[src/rtl/iqpd_pkg.sv]
package iqpd_pkg;

  typedef struct packed {
    logic              op;
    logic signed [15:0] quat_w;
    logic signed [15:0] quat_x;
    logic signed [15:0] quat_y;
    logic signed [15:0] quat_z;
    logic signed [7:0]  base_x;
    logic signed [7:0]  base_y;
  } in_beat_t;

  typedef struct packed {
    logic signed [7:0] out_x;
    logic signed [7:0] out_y;
    logic [1:0]        moved_axes;
  } out_beat_t;

  localparam int QW        = 16;
  localparam int PROD_W    = 33;
  localparam int SUM_W     = 36;
  localparam int DELTA_W   = 54;
  localparam int FRAC_BITS = 28;
  localparam int RES_W     = 29;
  localparam int REPORT_MAX = 127;
  localparam logic [15:0] ANG_SCALE_RST = 16'd1600;

  typedef struct packed {
    logic                      start;
    logic signed [QW-1:0]      a;
    logic signed [QW-1:0]      b;
  } mul_req_t;

endpackage

[src/rtl/iqpd_serial_mul.sv]
module iqpd_serial_mul #(
  parameter int AW = 16,
  parameter int BW = 20
) (
  input  logic                    clk,
  input  logic                    rst,
  input  logic                    start,
  input  logic signed [AW-1:0]    a,
  input  logic        [BW-1:0]    b,
  output logic                    done,
  output logic signed [AW+BW-1:0] prod
);
  localparam int CW = $clog2(BW + 1);

  logic signed [AW+BW-1:0] acc;
  logic signed [AW+BW-1:0] mcand;
  logic        [BW-1:0]    mplier;
  logic        [CW-1:0]    cnt;
  logic                    busy;

  assign prod = acc;

  always_ff @(posedge clk) begin
    if (rst) begin
      busy <= 1'b0;
      done <= 1'b0;
      cnt  <= '0;
    end else begin
      done <= 1'b0;
      if (start) begin
        busy   <= 1'b1;
        cnt    <= CW'(BW);
        acc    <= '0;
        mcand  <= (AW+BW)'(a);
        mplier <= b;
      end else if (busy) begin
        if (mplier[0]) acc <= acc + mcand;
        mcand  <= mcand <<< 1;
        mplier <= mplier >> 1;
        cnt    <= cnt - 1'b1;
        if (cnt == CW'(1)) begin
          busy <= 1'b0;
          done <= 1'b1;
        end
      end
    end
  end
endmodule

[src/rtl/imu_quaternion_to_pointer_delta.sv]
// Channel | Dir | Handshake        | Payload
// in      | in  | in_valid/in_stall | iqpd_pkg::in_beat_t
// out     | out | out_valid/out_stall| iqpd_pkg::out_beat_t
// cfg     | in  | cfg_we           | ang_scale, 16 bit
// Sample beat: eight quaternion products then two gain products, each started
// in turn on the single 20-by-36-bit bit-serial multiplier, and an accumulate
// step per axis after its gain product.
// Report beat: accept, drain, then the output register.
// Reset clears state and pending counts; one beat is worked at a time, and a
// finished result waits in the output register while stall is high.
module imu_quaternion_to_pointer_delta #(
  parameter int PENDING_BITS = 32
) (
  input  logic                 clk,
  input  logic                 rst,
  input  logic                 in_valid,
  output logic                 in_stall,
  input  iqpd_pkg::in_beat_t   in_data,
  output logic                 out_valid,
  input  logic                 out_stall,
  output iqpd_pkg::out_beat_t  out_data,
  input  logic                 cfg_we,
  input  logic [15:0]          cfg_data
);
  localparam int QW = iqpd_pkg::QW;
  localparam int SW = iqpd_pkg::SUM_W;
  localparam int DW = iqpd_pkg::DELTA_W;
  localparam int FB = iqpd_pkg::FRAC_BITS;
  localparam int RW = iqpd_pkg::RES_W;
  localparam int PB = PENDING_BITS;
  localparam int EW = DW + 2;
  localparam int MA = 20;
  localparam int MB = SW;

  localparam logic [2:0] S_IDLE = 3'd0;
  localparam logic [2:0] S_MUL  = 3'd1;
  localparam logic [2:0] S_WAIT = 3'd2;
  localparam logic [2:0] S_SCL  = 3'd3;
  localparam logic [2:0] S_SWT  = 3'd4;
  localparam logic [2:0] S_ACC  = 3'd5;
  localparam logic [2:0] S_DRN  = 3'd6;
  localparam logic [2:0] S_OUT  = 3'd7;

  logic [2:0] state;
  logic [15:0] ang_scale;
  logic signed [QW-1:0] prev [4];
  logic signed [QW-1:0] cur  [4];
  logic first_sample;
  logic signed [RW-1:0] res [2];
  logic signed [PB-1:0] pend [2];
  logic signed [SW-1:0] rsum [2];
  logic signed [DW-1:0] delta [2];
  logic [2:0] k;
  logic ax;
  logic signed [7:0] bx, by;
  iqpd_pkg::out_beat_t obuf;

  logic m_start, m_done;
  logic signed [MA-1:0] m_a;
  logic [MB-1:0] m_b;
  logic signed [MA+MB-1:0] m_p;

  iqpd_serial_mul #(.AW(MA), .BW(MB)) u_mul (
    .clk(clk), .rst(rst), .start(m_start), .a(m_a), .b(m_b),
    .done(m_done), .prod(m_p)
  );

  // rx = -p1*e + p0*f - p2*h + p3*g ; rz = p0*h - p1*g + p2*f - p3*e
  logic signed [QW-1:0] ta, tb;
  logic tneg, tz;
  always_comb begin
    ta = prev[0]; tb = cur[0]; tneg = 1'b0; tz = 1'b0;
    case (k)
      3'd0: begin ta = prev[1]; tb = cur[0]; tneg = 1'b1; tz = 1'b1; end
      3'd1: begin ta = prev[0]; tb = cur[1]; tneg = 1'b0; tz = 1'b1; end
      3'd2: begin ta = prev[2]; tb = cur[3]; tneg = 1'b1; tz = 1'b1; end
      3'd3: begin ta = prev[3]; tb = cur[2]; tneg = 1'b0; tz = 1'b1; end
      3'd4: begin ta = prev[0]; tb = cur[3]; tneg = 1'b0; tz = 1'b0; end
      3'd5: begin ta = prev[1]; tb = cur[2]; tneg = 1'b1; tz = 1'b0; end
      3'd6: begin ta = prev[2]; tb = cur[1]; tneg = 1'b0; tz = 1'b0; end
      default: begin ta = prev[3]; tb = cur[0]; tneg = 1'b1; tz = 1'b0; end
    endcase
  end

  // unsigned multiplier b: the operand passes b as its two's complement bit
  // pattern over MB bits; m_fix corrects the MA+MB result when b is negative
  always_comb begin
    m_a = '0;
    m_b = '0;
    if (state == S_SCL || state == S_SWT) begin
      m_a = MA'($signed({1'b0, ang_scale}));
      m_b = MB'(rsum[ax]);
    end else begin
      m_a = MA'(ta);
      m_b = MB'(tb);
    end
  end

  // shift-add over all MB bits of a two's complement b gives a*(b + 2^MB)
  // when b is negative; correct by subtracting a*2^MB in that case.
  logic signed [MA+MB:0] m_fix;
  logic b_neg;
  logic signed [MA-1:0] m_a_q;
  assign m_fix = (MA+MB+1)'(m_p) - (b_neg ? ((MA+MB+1)'(m_a_q) <<< MB) : '0);

  logic signed [SW-1:0] prod_s;
  assign prod_s = SW'(m_fix);

  logic signed [EW-1:0] ssum, whole_e;
  logic signed [EW-1:0] wsh;
  logic signed [PB+1:0] pn;
  logic signed [PB-1:0] pmax, pmin;
  assign pmax = {1'b0, {(PB-1){1'b1}}};
  assign pmin = {1'b1, {(PB-1){1'b0}}};

  always_comb begin
    ssum = EW'(res[ax]) - (EW'(delta[ax]) <<< 1);
    wsh = ssum >>> FB;
    whole_e = (ssum[EW-1] && (ssum[FB-1:0] != '0)) ? wsh + EW'(1) : wsh;
    pn = (PB+2)'(pend[ax]) + (PB+2)'(whole_e);
    if (whole_e > EW'(pmax) - EW'(pmin)) pn = (PB+2)'(pmax);
    if (whole_e < EW'(pmin) - EW'(pmax)) pn = (PB+2)'(pmin);
  end

  // drain
  function automatic logic [PB+8:0] drain_f(input logic signed [PB-1:0] p,
                                           input logic signed [7:0] bin);
    logic signed [8:0] b, room;
    logic signed [PB:0] d;
    b = (bin < -8'sd127) ? -9'sd127 : 9'(bin);
    if (p > 0) begin
      room = 9'sd127 - b;
      d = ((PB+1)'(p) < (PB+1)'(room)) ? (PB+1)'(p) : (PB+1)'(room);
    end else begin
      room = -9'sd127 - b;
      d = ((PB+1)'(p) > (PB+1)'(room)) ? (PB+1)'(p) : (PB+1)'(room);
    end
    drain_f = {d[PB-1:0], 8'(b + 9'(d)), (d != '0)};
  endfunction

  logic [PB+8:0] dx, dy;
  assign dx = drain_f(pend[0], bx);
  assign dy = drain_f(pend[1], by);

  assign in_stall = (state != S_IDLE);
  assign out_valid = (state == S_OUT);
  assign out_data = obuf;

  always_ff @(posedge clk) begin
    if (rst) begin
      state <= S_IDLE;
      ang_scale <= iqpd_pkg::ANG_SCALE_RST;
      first_sample <= 1'b1;
      for (int i = 0; i < 4; i++) prev[i] <= '0;
      for (int i = 0; i < 2; i++) begin
        res[i] <= '0;
        pend[i] <= '0;
      end
      m_start <= 1'b0;
      k <= '0;
      ax <= 1'b0;
    end else begin
      m_start <= 1'b0;
      if (cfg_we) ang_scale <= cfg_data;
      unique case (state)
        S_IDLE: if (in_valid) begin
          if (in_data.op) begin
            bx <= in_data.base_x;
            by <= in_data.base_y;
            state <= S_DRN;
          end else begin
            cur[0] <= in_data.quat_w; cur[1] <= in_data.quat_x;
            cur[2] <= in_data.quat_y; cur[3] <= in_data.quat_z;
            if (first_sample) begin
              prev[0] <= in_data.quat_w; prev[1] <= in_data.quat_x;
              prev[2] <= in_data.quat_y; prev[3] <= in_data.quat_z;
              first_sample <= 1'b0;
            end
            rsum[0] <= '0; rsum[1] <= '0;
            k <= '0;
            state <= S_MUL;
          end
        end
        S_MUL: begin
          m_start <= 1'b1;
          m_a_q <= m_a;
          b_neg <= m_b[MB-1];
          state <= S_WAIT;
        end
        S_WAIT: if (m_done) begin
          if (tneg) rsum[tz] <= rsum[tz] - prod_s;
          else      rsum[tz] <= rsum[tz] + prod_s;
          k <= k + 3'd1;
          if (k == 3'd7) begin
            ax <= 1'b0;
            state <= S_SCL;
          end else state <= S_MUL;
        end
        S_SCL: begin
          m_start <= 1'b1;
          m_a_q <= m_a;
          b_neg <= m_b[MB-1];
          state <= S_SWT;
        end
        S_SWT: if (m_done) begin
          delta[ax] <= DW'(m_fix);
          state <= S_ACC;
        end
        S_ACC: begin
          res[ax] <= RW'(ssum - (whole_e <<< FB));
          pend[ax] <= PB'(pn > (PB+2)'(pmax) ? (PB+2)'(pmax) :
                          pn < (PB+2)'(pmin) ? (PB+2)'(pmin) : pn);
          if (ax) begin
            for (int i = 0; i < 4; i++) prev[i] <= cur[i];
            state <= S_IDLE;
          end else begin
            ax <= 1'b1;
            state <= S_SCL;
          end
        end
        S_DRN: begin
          pend[0] <= pend[0] - dx[PB+8:9];
          pend[1] <= pend[1] - dy[PB+8:9];
          obuf.out_x <= dx[8:1];
          obuf.out_y <= dy[8:1];
          obuf.moved_axes <= 2'(dx[0]) + 2'(dy[0]);
          state <= S_OUT;
        end
        default: if (!out_stall) state <= S_IDLE;
      endcase
    end
  end
endmodule

[config.mk]
export PLATFORM = sky130hd
export DESIGN_NAME = imu_quaternion_to_pointer_delta
export DESIGN_NICKNAME = d
export VERILOG_FILES = /design/src/rtl/iqpd_pkg.sv /design/src/rtl/iqpd_serial_mul.sv /design/src/rtl/imu_quaternion_to_pointer_delta.sv
export SDC_FILE = /design/constraint.sdc
export NUM_CORES = 2
export LEC_CHECK = 0
export BUFFER_PORTS_ARGS = -buffer_cell sky130_fd_sc_hd__buf_2
export CAP_MARGIN = 15
export CORE_ASPECT_RATIO = 0.6
export CORE_MARGIN = 2
export CORE_UTILIZATION = 47
export DETAILED_ROUTE_END_ITERATION = 10
export PLACE_DENSITY = 0.74
export SETUP_SLACK_MARGIN = 0.5
export SYNTH_ARGS = -nofsm -noshare
export SYNTH_HDL_FRONTEND = slang
export SYNTH_HIERARCHICAL = 1
export SYNTH_SLANG_ARGS = --single-unit
[constraint.sdc]
create_clock -name clk -period 12.6 [get_ports clk]
set_clock_uncertainty 0.15 [all_clocks]
set_input_delay 1.26 -clock clk [delete_from_list [all_inputs] [get_ports clk]]
set_output_delay 1.26 -clock clk [all_outputs]
set_load 0.1 [all_outputs]
# Yosys cells after proc, flatten, opt, wreduce, memory -nomap -nowiden
# Memory sizes are Yosys's and may differ from the RTL's. A register that Yosys moved wholly into a read port is not among the register bits.
# Index checks and enable logic that the tools add are counted.
word_totals:
  reg_bits: 234
  ramBits: 430
  in_bits: 102
  output_inout_bits: 20
  wordCells: 239
  mem_count: 6
classes:
  n_addsub: 19
  order_cmp: 12
  eq_ne: 21
  muxes: 112
  bitwise: 14
  reduce_logical: 35
memory_table:
  columns: ["name", "depth", "word_bits", "rd", "rd_clocked_by_memory_dff", "wr", "line", "rtl"]
  rows:
  - ["delta", 2, 54, 1, 1, 1, "imu_quaternion_to_pointer_delta.sv:52", "logic signed [DW-1:0] delta [2];"]
  - ["rsum", 2, 36, 2, 1, 2, "imu_quaternion_to_pointer_delta.sv:51", "logic signed [SW-1:0] rsum [2];"]
  - ["cur", 4, 16, 4, 0, 4, "imu_quaternion_to_pointer_delta.sv:47", "logic signed [QW-1:0] cur [4];"]
  - ["pend", 2, 32, 3, 1, 2, "imu_quaternion_to_pointer_delta.sv:50", "logic signed [PB-1:0] pend [2];"]
  - ["prev", 4, 16, 4, 0, 4, "imu_quaternion_to_pointer_delta.sv:46", "logic signed [QW-1:0] prev [4];"]
  - ["res", 2, 29, 1, 1, 2, "imu_quaternion_to_pointer_delta.sv:49", "logic signed [RW-1:0] res [2];"]
ops:
  columns: ["cell", "count"]
  rows:
  - ["$mux 56", 5]
  - ["$mux 33", 6]
  - ["$mux 36", 5]
  - ["$mux 32", 5]
  - ["$mux 16", 8]
  - ["$pmux 16 s3", 2]
  - ["$mux 34", 2]
  - ["$reduce_bool 33->1", 2]
  - ["$gt 32x1->1 const B", 2]
  - ["$gt 32x9->1", 2]
  - ["$lt 32x9->1", 2]
  - ["$sub 32x32->32", 2]
  - ["$mux 1", 59]
  - ["$add 56x56->56", 1]
  - ["$gt 56x33->1 const B", 1]
  - ["$lt 56x33->1 const B", 1]
  - ["$sub 29x55->56", 1]
  - ["$mux 54", 1]
  - ["$sub 54x54->54", 1]
  - ["$add 36x36->36", 1]
  - ["$reduce_or 36->1", 1]
  - ["$sub 36x36->36", 1]
  - ["$sub 8x9->9 const A", 4]
  - ["$add 32x34->34", 1]
  - ["41 further kinds", 97]

# Longest topological paths before layout
logic_depth:
  depth_word: 11
  depth_mapped: 35
  depth_no_buf: 34

# Cells and area by module
# Netlist, hierarchy kept.
by_module_without_submodules:
  columns: ["module", "n_inst", "cells_each", "area_each_um2", "seq_area_each_um2"]
  rows:
  - ["imu_quaternion_to_pointer_delta", 1, 3626, 36478.7, 14994.4]
  - ["iqpd_serial_mul", 1, 901, 9447.8, 4604.4]

# Worst setup path before layout
# Ideal clock, no wire load.
synth_timing:
  path_kind: "register to register"
  from: "reg bx[2]"
  to: "mem pend[0][25] in the netlist's numbering (data pin)"
  setup_ns: 0.261
  arrival_ns: 9.024
  required_ns: 12.189
  setup_slack_ns: 3.165
  path_stages_with_launch: 33
  n_path_buf: 0
  period_less_slack_ns: 9.435
  cell_sequence: "edfxtp_1 > or4_1 > o41ai_1 > ha_1 > nand2b_1 > inv_1 > or3_1 > or3_1 > nor3_1 > ha_1 > a21o_1 > a21o_1 > a21oi_1 > o21ai_0 > a221oi_1 > o21ai_0 > a211oi_1 > o31a_1 > nor2_1 > a21boi_0 > inv_1 > ha_1 > nor2b_1 > o21ai_0 > a21boi_0 > o32ai_1 > nor4_1 > o21a_1 > nor2_1 > o21ai_0 > a31oi_1 > xnor2_1 > a221o_1"
synth_lines:
  columns: ["element", "line", "rtl"]
  rows:
  - ["from (decl)", "imu_quaternion_to_pointer_delta.sv:55", "logic signed [7:0] bx, by;"]
  - ["from (signal assigned)", "imu_quaternion_to_pointer_delta.sv:168", "bx <= in_data.base_x;"]
  - ["to (decl)", "imu_quaternion_to_pointer_delta.sv:50", null]

==> impl_metrics.py <==
metrics = {
    "clocking": {
        "cts_tree": "built",
        "cts_resized": 0,
        "numCtsBuffers": 68,
        "clk_latency_ps": 670,
        "clock_path_buffers": 3,
        "cts.reportedPaths.clkPinSlew_ps": 70,
        "cts_hold_buffers": 0,
        "postCtsSetupBuffers": 0,
        "clkSinkCount": 660,
        "root_buffer": "clkbuf_16",
        "htreeDepth": 3,
    },
    "worst_hold_path": {
        "whs_endpoint": "first_sample",
        "hold_class": "flip-flop to flip-flop",
        "holdPathStages": 1,
        "min_from": "first_sample",
    },
    "floorplanning": {
        "dieArea_mm2": 0.0996,
        "initial_core_util_pct": 47.4,
        "core-area_mm2": 0.0961,
        "rows": 88,
        "die_h_um": 245,
        "die_x_um": 406,
        "ios": 122,
    },
    "critical_path": {
        "cpMostUsedCell": "nand3_1",
        "slowest_delay_ps": 890,
        "cp_slowest_cell": "nor4_1",
        "cp-end-kind": "flip-flop",
        "path_cells": "buf_12 > mux2_2 > ha_1 > nand2_1 > nor4_1 > nand3_1 > a211o_1 > nand3_1 > nand3b_1 > nor4b_4 > nand3_4 > nor4_4 > xnor2_1 > ha_1 > nand3_1 > or2_2 > o41ai_2 > a221o_1 > a21oi_1 > o32ai_1 > nand2_1 > o311ai_0",
        "cp_max_fo": 75,
        "worstSetupPathType": "flip-flop to flip-flop",
        "critPathLaunchType": "flip-flop",
        "required_ps": 12900,
        "crit_arrival_ps": 10450,
        "r2r_end": "pend[1][17]",
        "regToRegSetupSlack_ps": 2450,
        "reg2reg_depth": 22,
    },
    "sta": {
        "whs_ps": 306,
        "tns_ps": 0,
        "fmax_mhz": 98.5,
        "tightest_slew_ps": 1300,
        "slew_viol_final": 0,
        "setup_violations": 0,
        "min_period_ps": 10150,
        "period_share_pct": 80.6,
        "rsz0062_at_grt": "false",
        "worst_slew_margin_rel_pct": 12.3,
        "finalHoldViolations": 0,
    },
    "final_layout": {
        "n_fill_cell": 8434,
        "register_area_mm2": 0.0195,
        "fin_nets": 5011,
        "multi_input_area_mm2": 0.0248,
        "drive_above_1_share_pct": 11.1,
        "syn_to_final_growth_pct": 9.43,
    },
    "drt": {
        "wl_per_cell_um": 24.1,
        "routed_wl_um": 142000,
        "route.detailed.drc": 0,
        "viasPerCell": 6.31,
        "first_iter_violations": 5447,
        "firstDrtPassIters": 6,
        "ant_nets": 0,
        "vias": 37190,
    },
    "pwr": {
        "p_per_area_mw_per_mm2": 170,
        "vdd_drop_max_mv": 0.132,
        "power.leakage_nw": 19.5,
    },
    "global_route": {
        "antenna_found_initial": 11,
        "track_usage_pct": 27.9,
        "grt_overflow_total": 0,
        "grt_pass1_wl_um": 211000,
        "grt_max_degree": 76,
        "grt_pass1_vias": 33278,
    },
    "synth": {
        "netlist_area_mm2": 0.0456,
        "synth_cells": 4488,
        "synth_fp_nets": 4963,
        "syn_area_per_cell_um2": 10.2,
        "yosys_warnings": 6,
    },
    "run": {
        "drv_cap": 0,
    },
    "placement": {
        "dp_hpwl_um": 107000,
        "numPortBuffers": 121,
        "gp_congestion": 1.00,
    },
    "outcome": {
        "status": "completed",
    },
}
per-stage QoR:
step / cell area [um2] / utilization, % / total power [W] / setup slack, ps / instances
after CTS: 49900 / 51.9 / 0.00835 / 2840 / 5892
after floorplan: 45600 / - / 0.00519 / 3170 / 4488
after detailed placement: 47600 / 49.5 / 0.00623 / 2860 / 5770
after global routing: 49900 / 51.9 / 0.00886 / 1940 / 5896
after global placement: 47600 / 49.5 / 0.00620 / 3100 / 5770
final: 49900 / 51.9 / 0.00848 / 2450 / 5896
worst max-delay path by stage:
stage                   start  slack (ps)           to  cells past startpoint
floorplan               bx[2]        3170  pend[0][25]                     32
global placement    flip-flop        3100  pend[1][17]                     25
detailed placement  flip-flop        2860  pend[1][17]                     22
CTS                 flip-flop        2840  pend[1][17]                     22
global route        flip-flop        1940  pend[1][17]                     22
finish              flip-flop        2450  pend[1][17]                     22
flip-flops by register name, summed over array words and instances, names as in the netlist, 16 cells and up, named ones only:
signal        flops
cur              64
pend             64
m_a_q            17
res              58
u_mul/prod       54
rsum             72
ang_scale        16
delta           108
out_data         18
u_mul/mplier     36
prev             64
u_mul/mcand      54
placed cells by master, fill, tap and decap left out, drive strengths merged, types with 78 or more instances in the layout:
| master | instances |
|---|---|
| edfxtp | 626 |
| nor2 | 417 |
| ha | 364 |
| a21oi | 318 |
| o21ai | 298 |
| nand2 | 295 |
| xnor2 | 179 |
| inv | 178 |
| buf | 172 |
| a21o | 152 |
| mux2 | 148 |
| xor2 | 103 |
| mux2i | 96 |
| nor2b | 91 |
| nor3 | 82 |
| clkbuf | 78 |
routing by layer:
metal  wire [um]  track usage [%]
met1       69200             46.1
met3       21500             11.5
met2       49700             32.6
met4        1470             4.05
met5          35                0
power by group:
group          switching [W]  internal, W  leakage, nW  total (W)
Clock               0.000939      0.00118         1.11    0.00212
Sequential          0.000220      0.00271         6.22    0.00293
Combinational        0.00224      0.00120         12.2    0.00344
worst max-delay path, delay by kind of cell, from the launching register on:
| kind | cells | cell delay [ps] |
|---|---|---|
| simple gates | 11 | 4180 |
| mux | 1 | 640 |
| compound gates | 6 | 2480 |
| xor+xnor | 1 | 110 |
| flops | 1 | 760 |
| fa+ha+maj | 2 | 990 |
| buf+inv | 1 | 500 |
cell type report:
cell class              instances  area share (%)
multi-input cells            3460            49.7
flip-flops and latches        660            39.1
clock buffers                  78            3.49
well taps                    1305            3.27
repair buffers                172            2.05
inverters                     174            1.31
clock inverters                44            1.07
diodes                          3          0.0150
No activity file was read; power rests on OpenSTA's default activity.
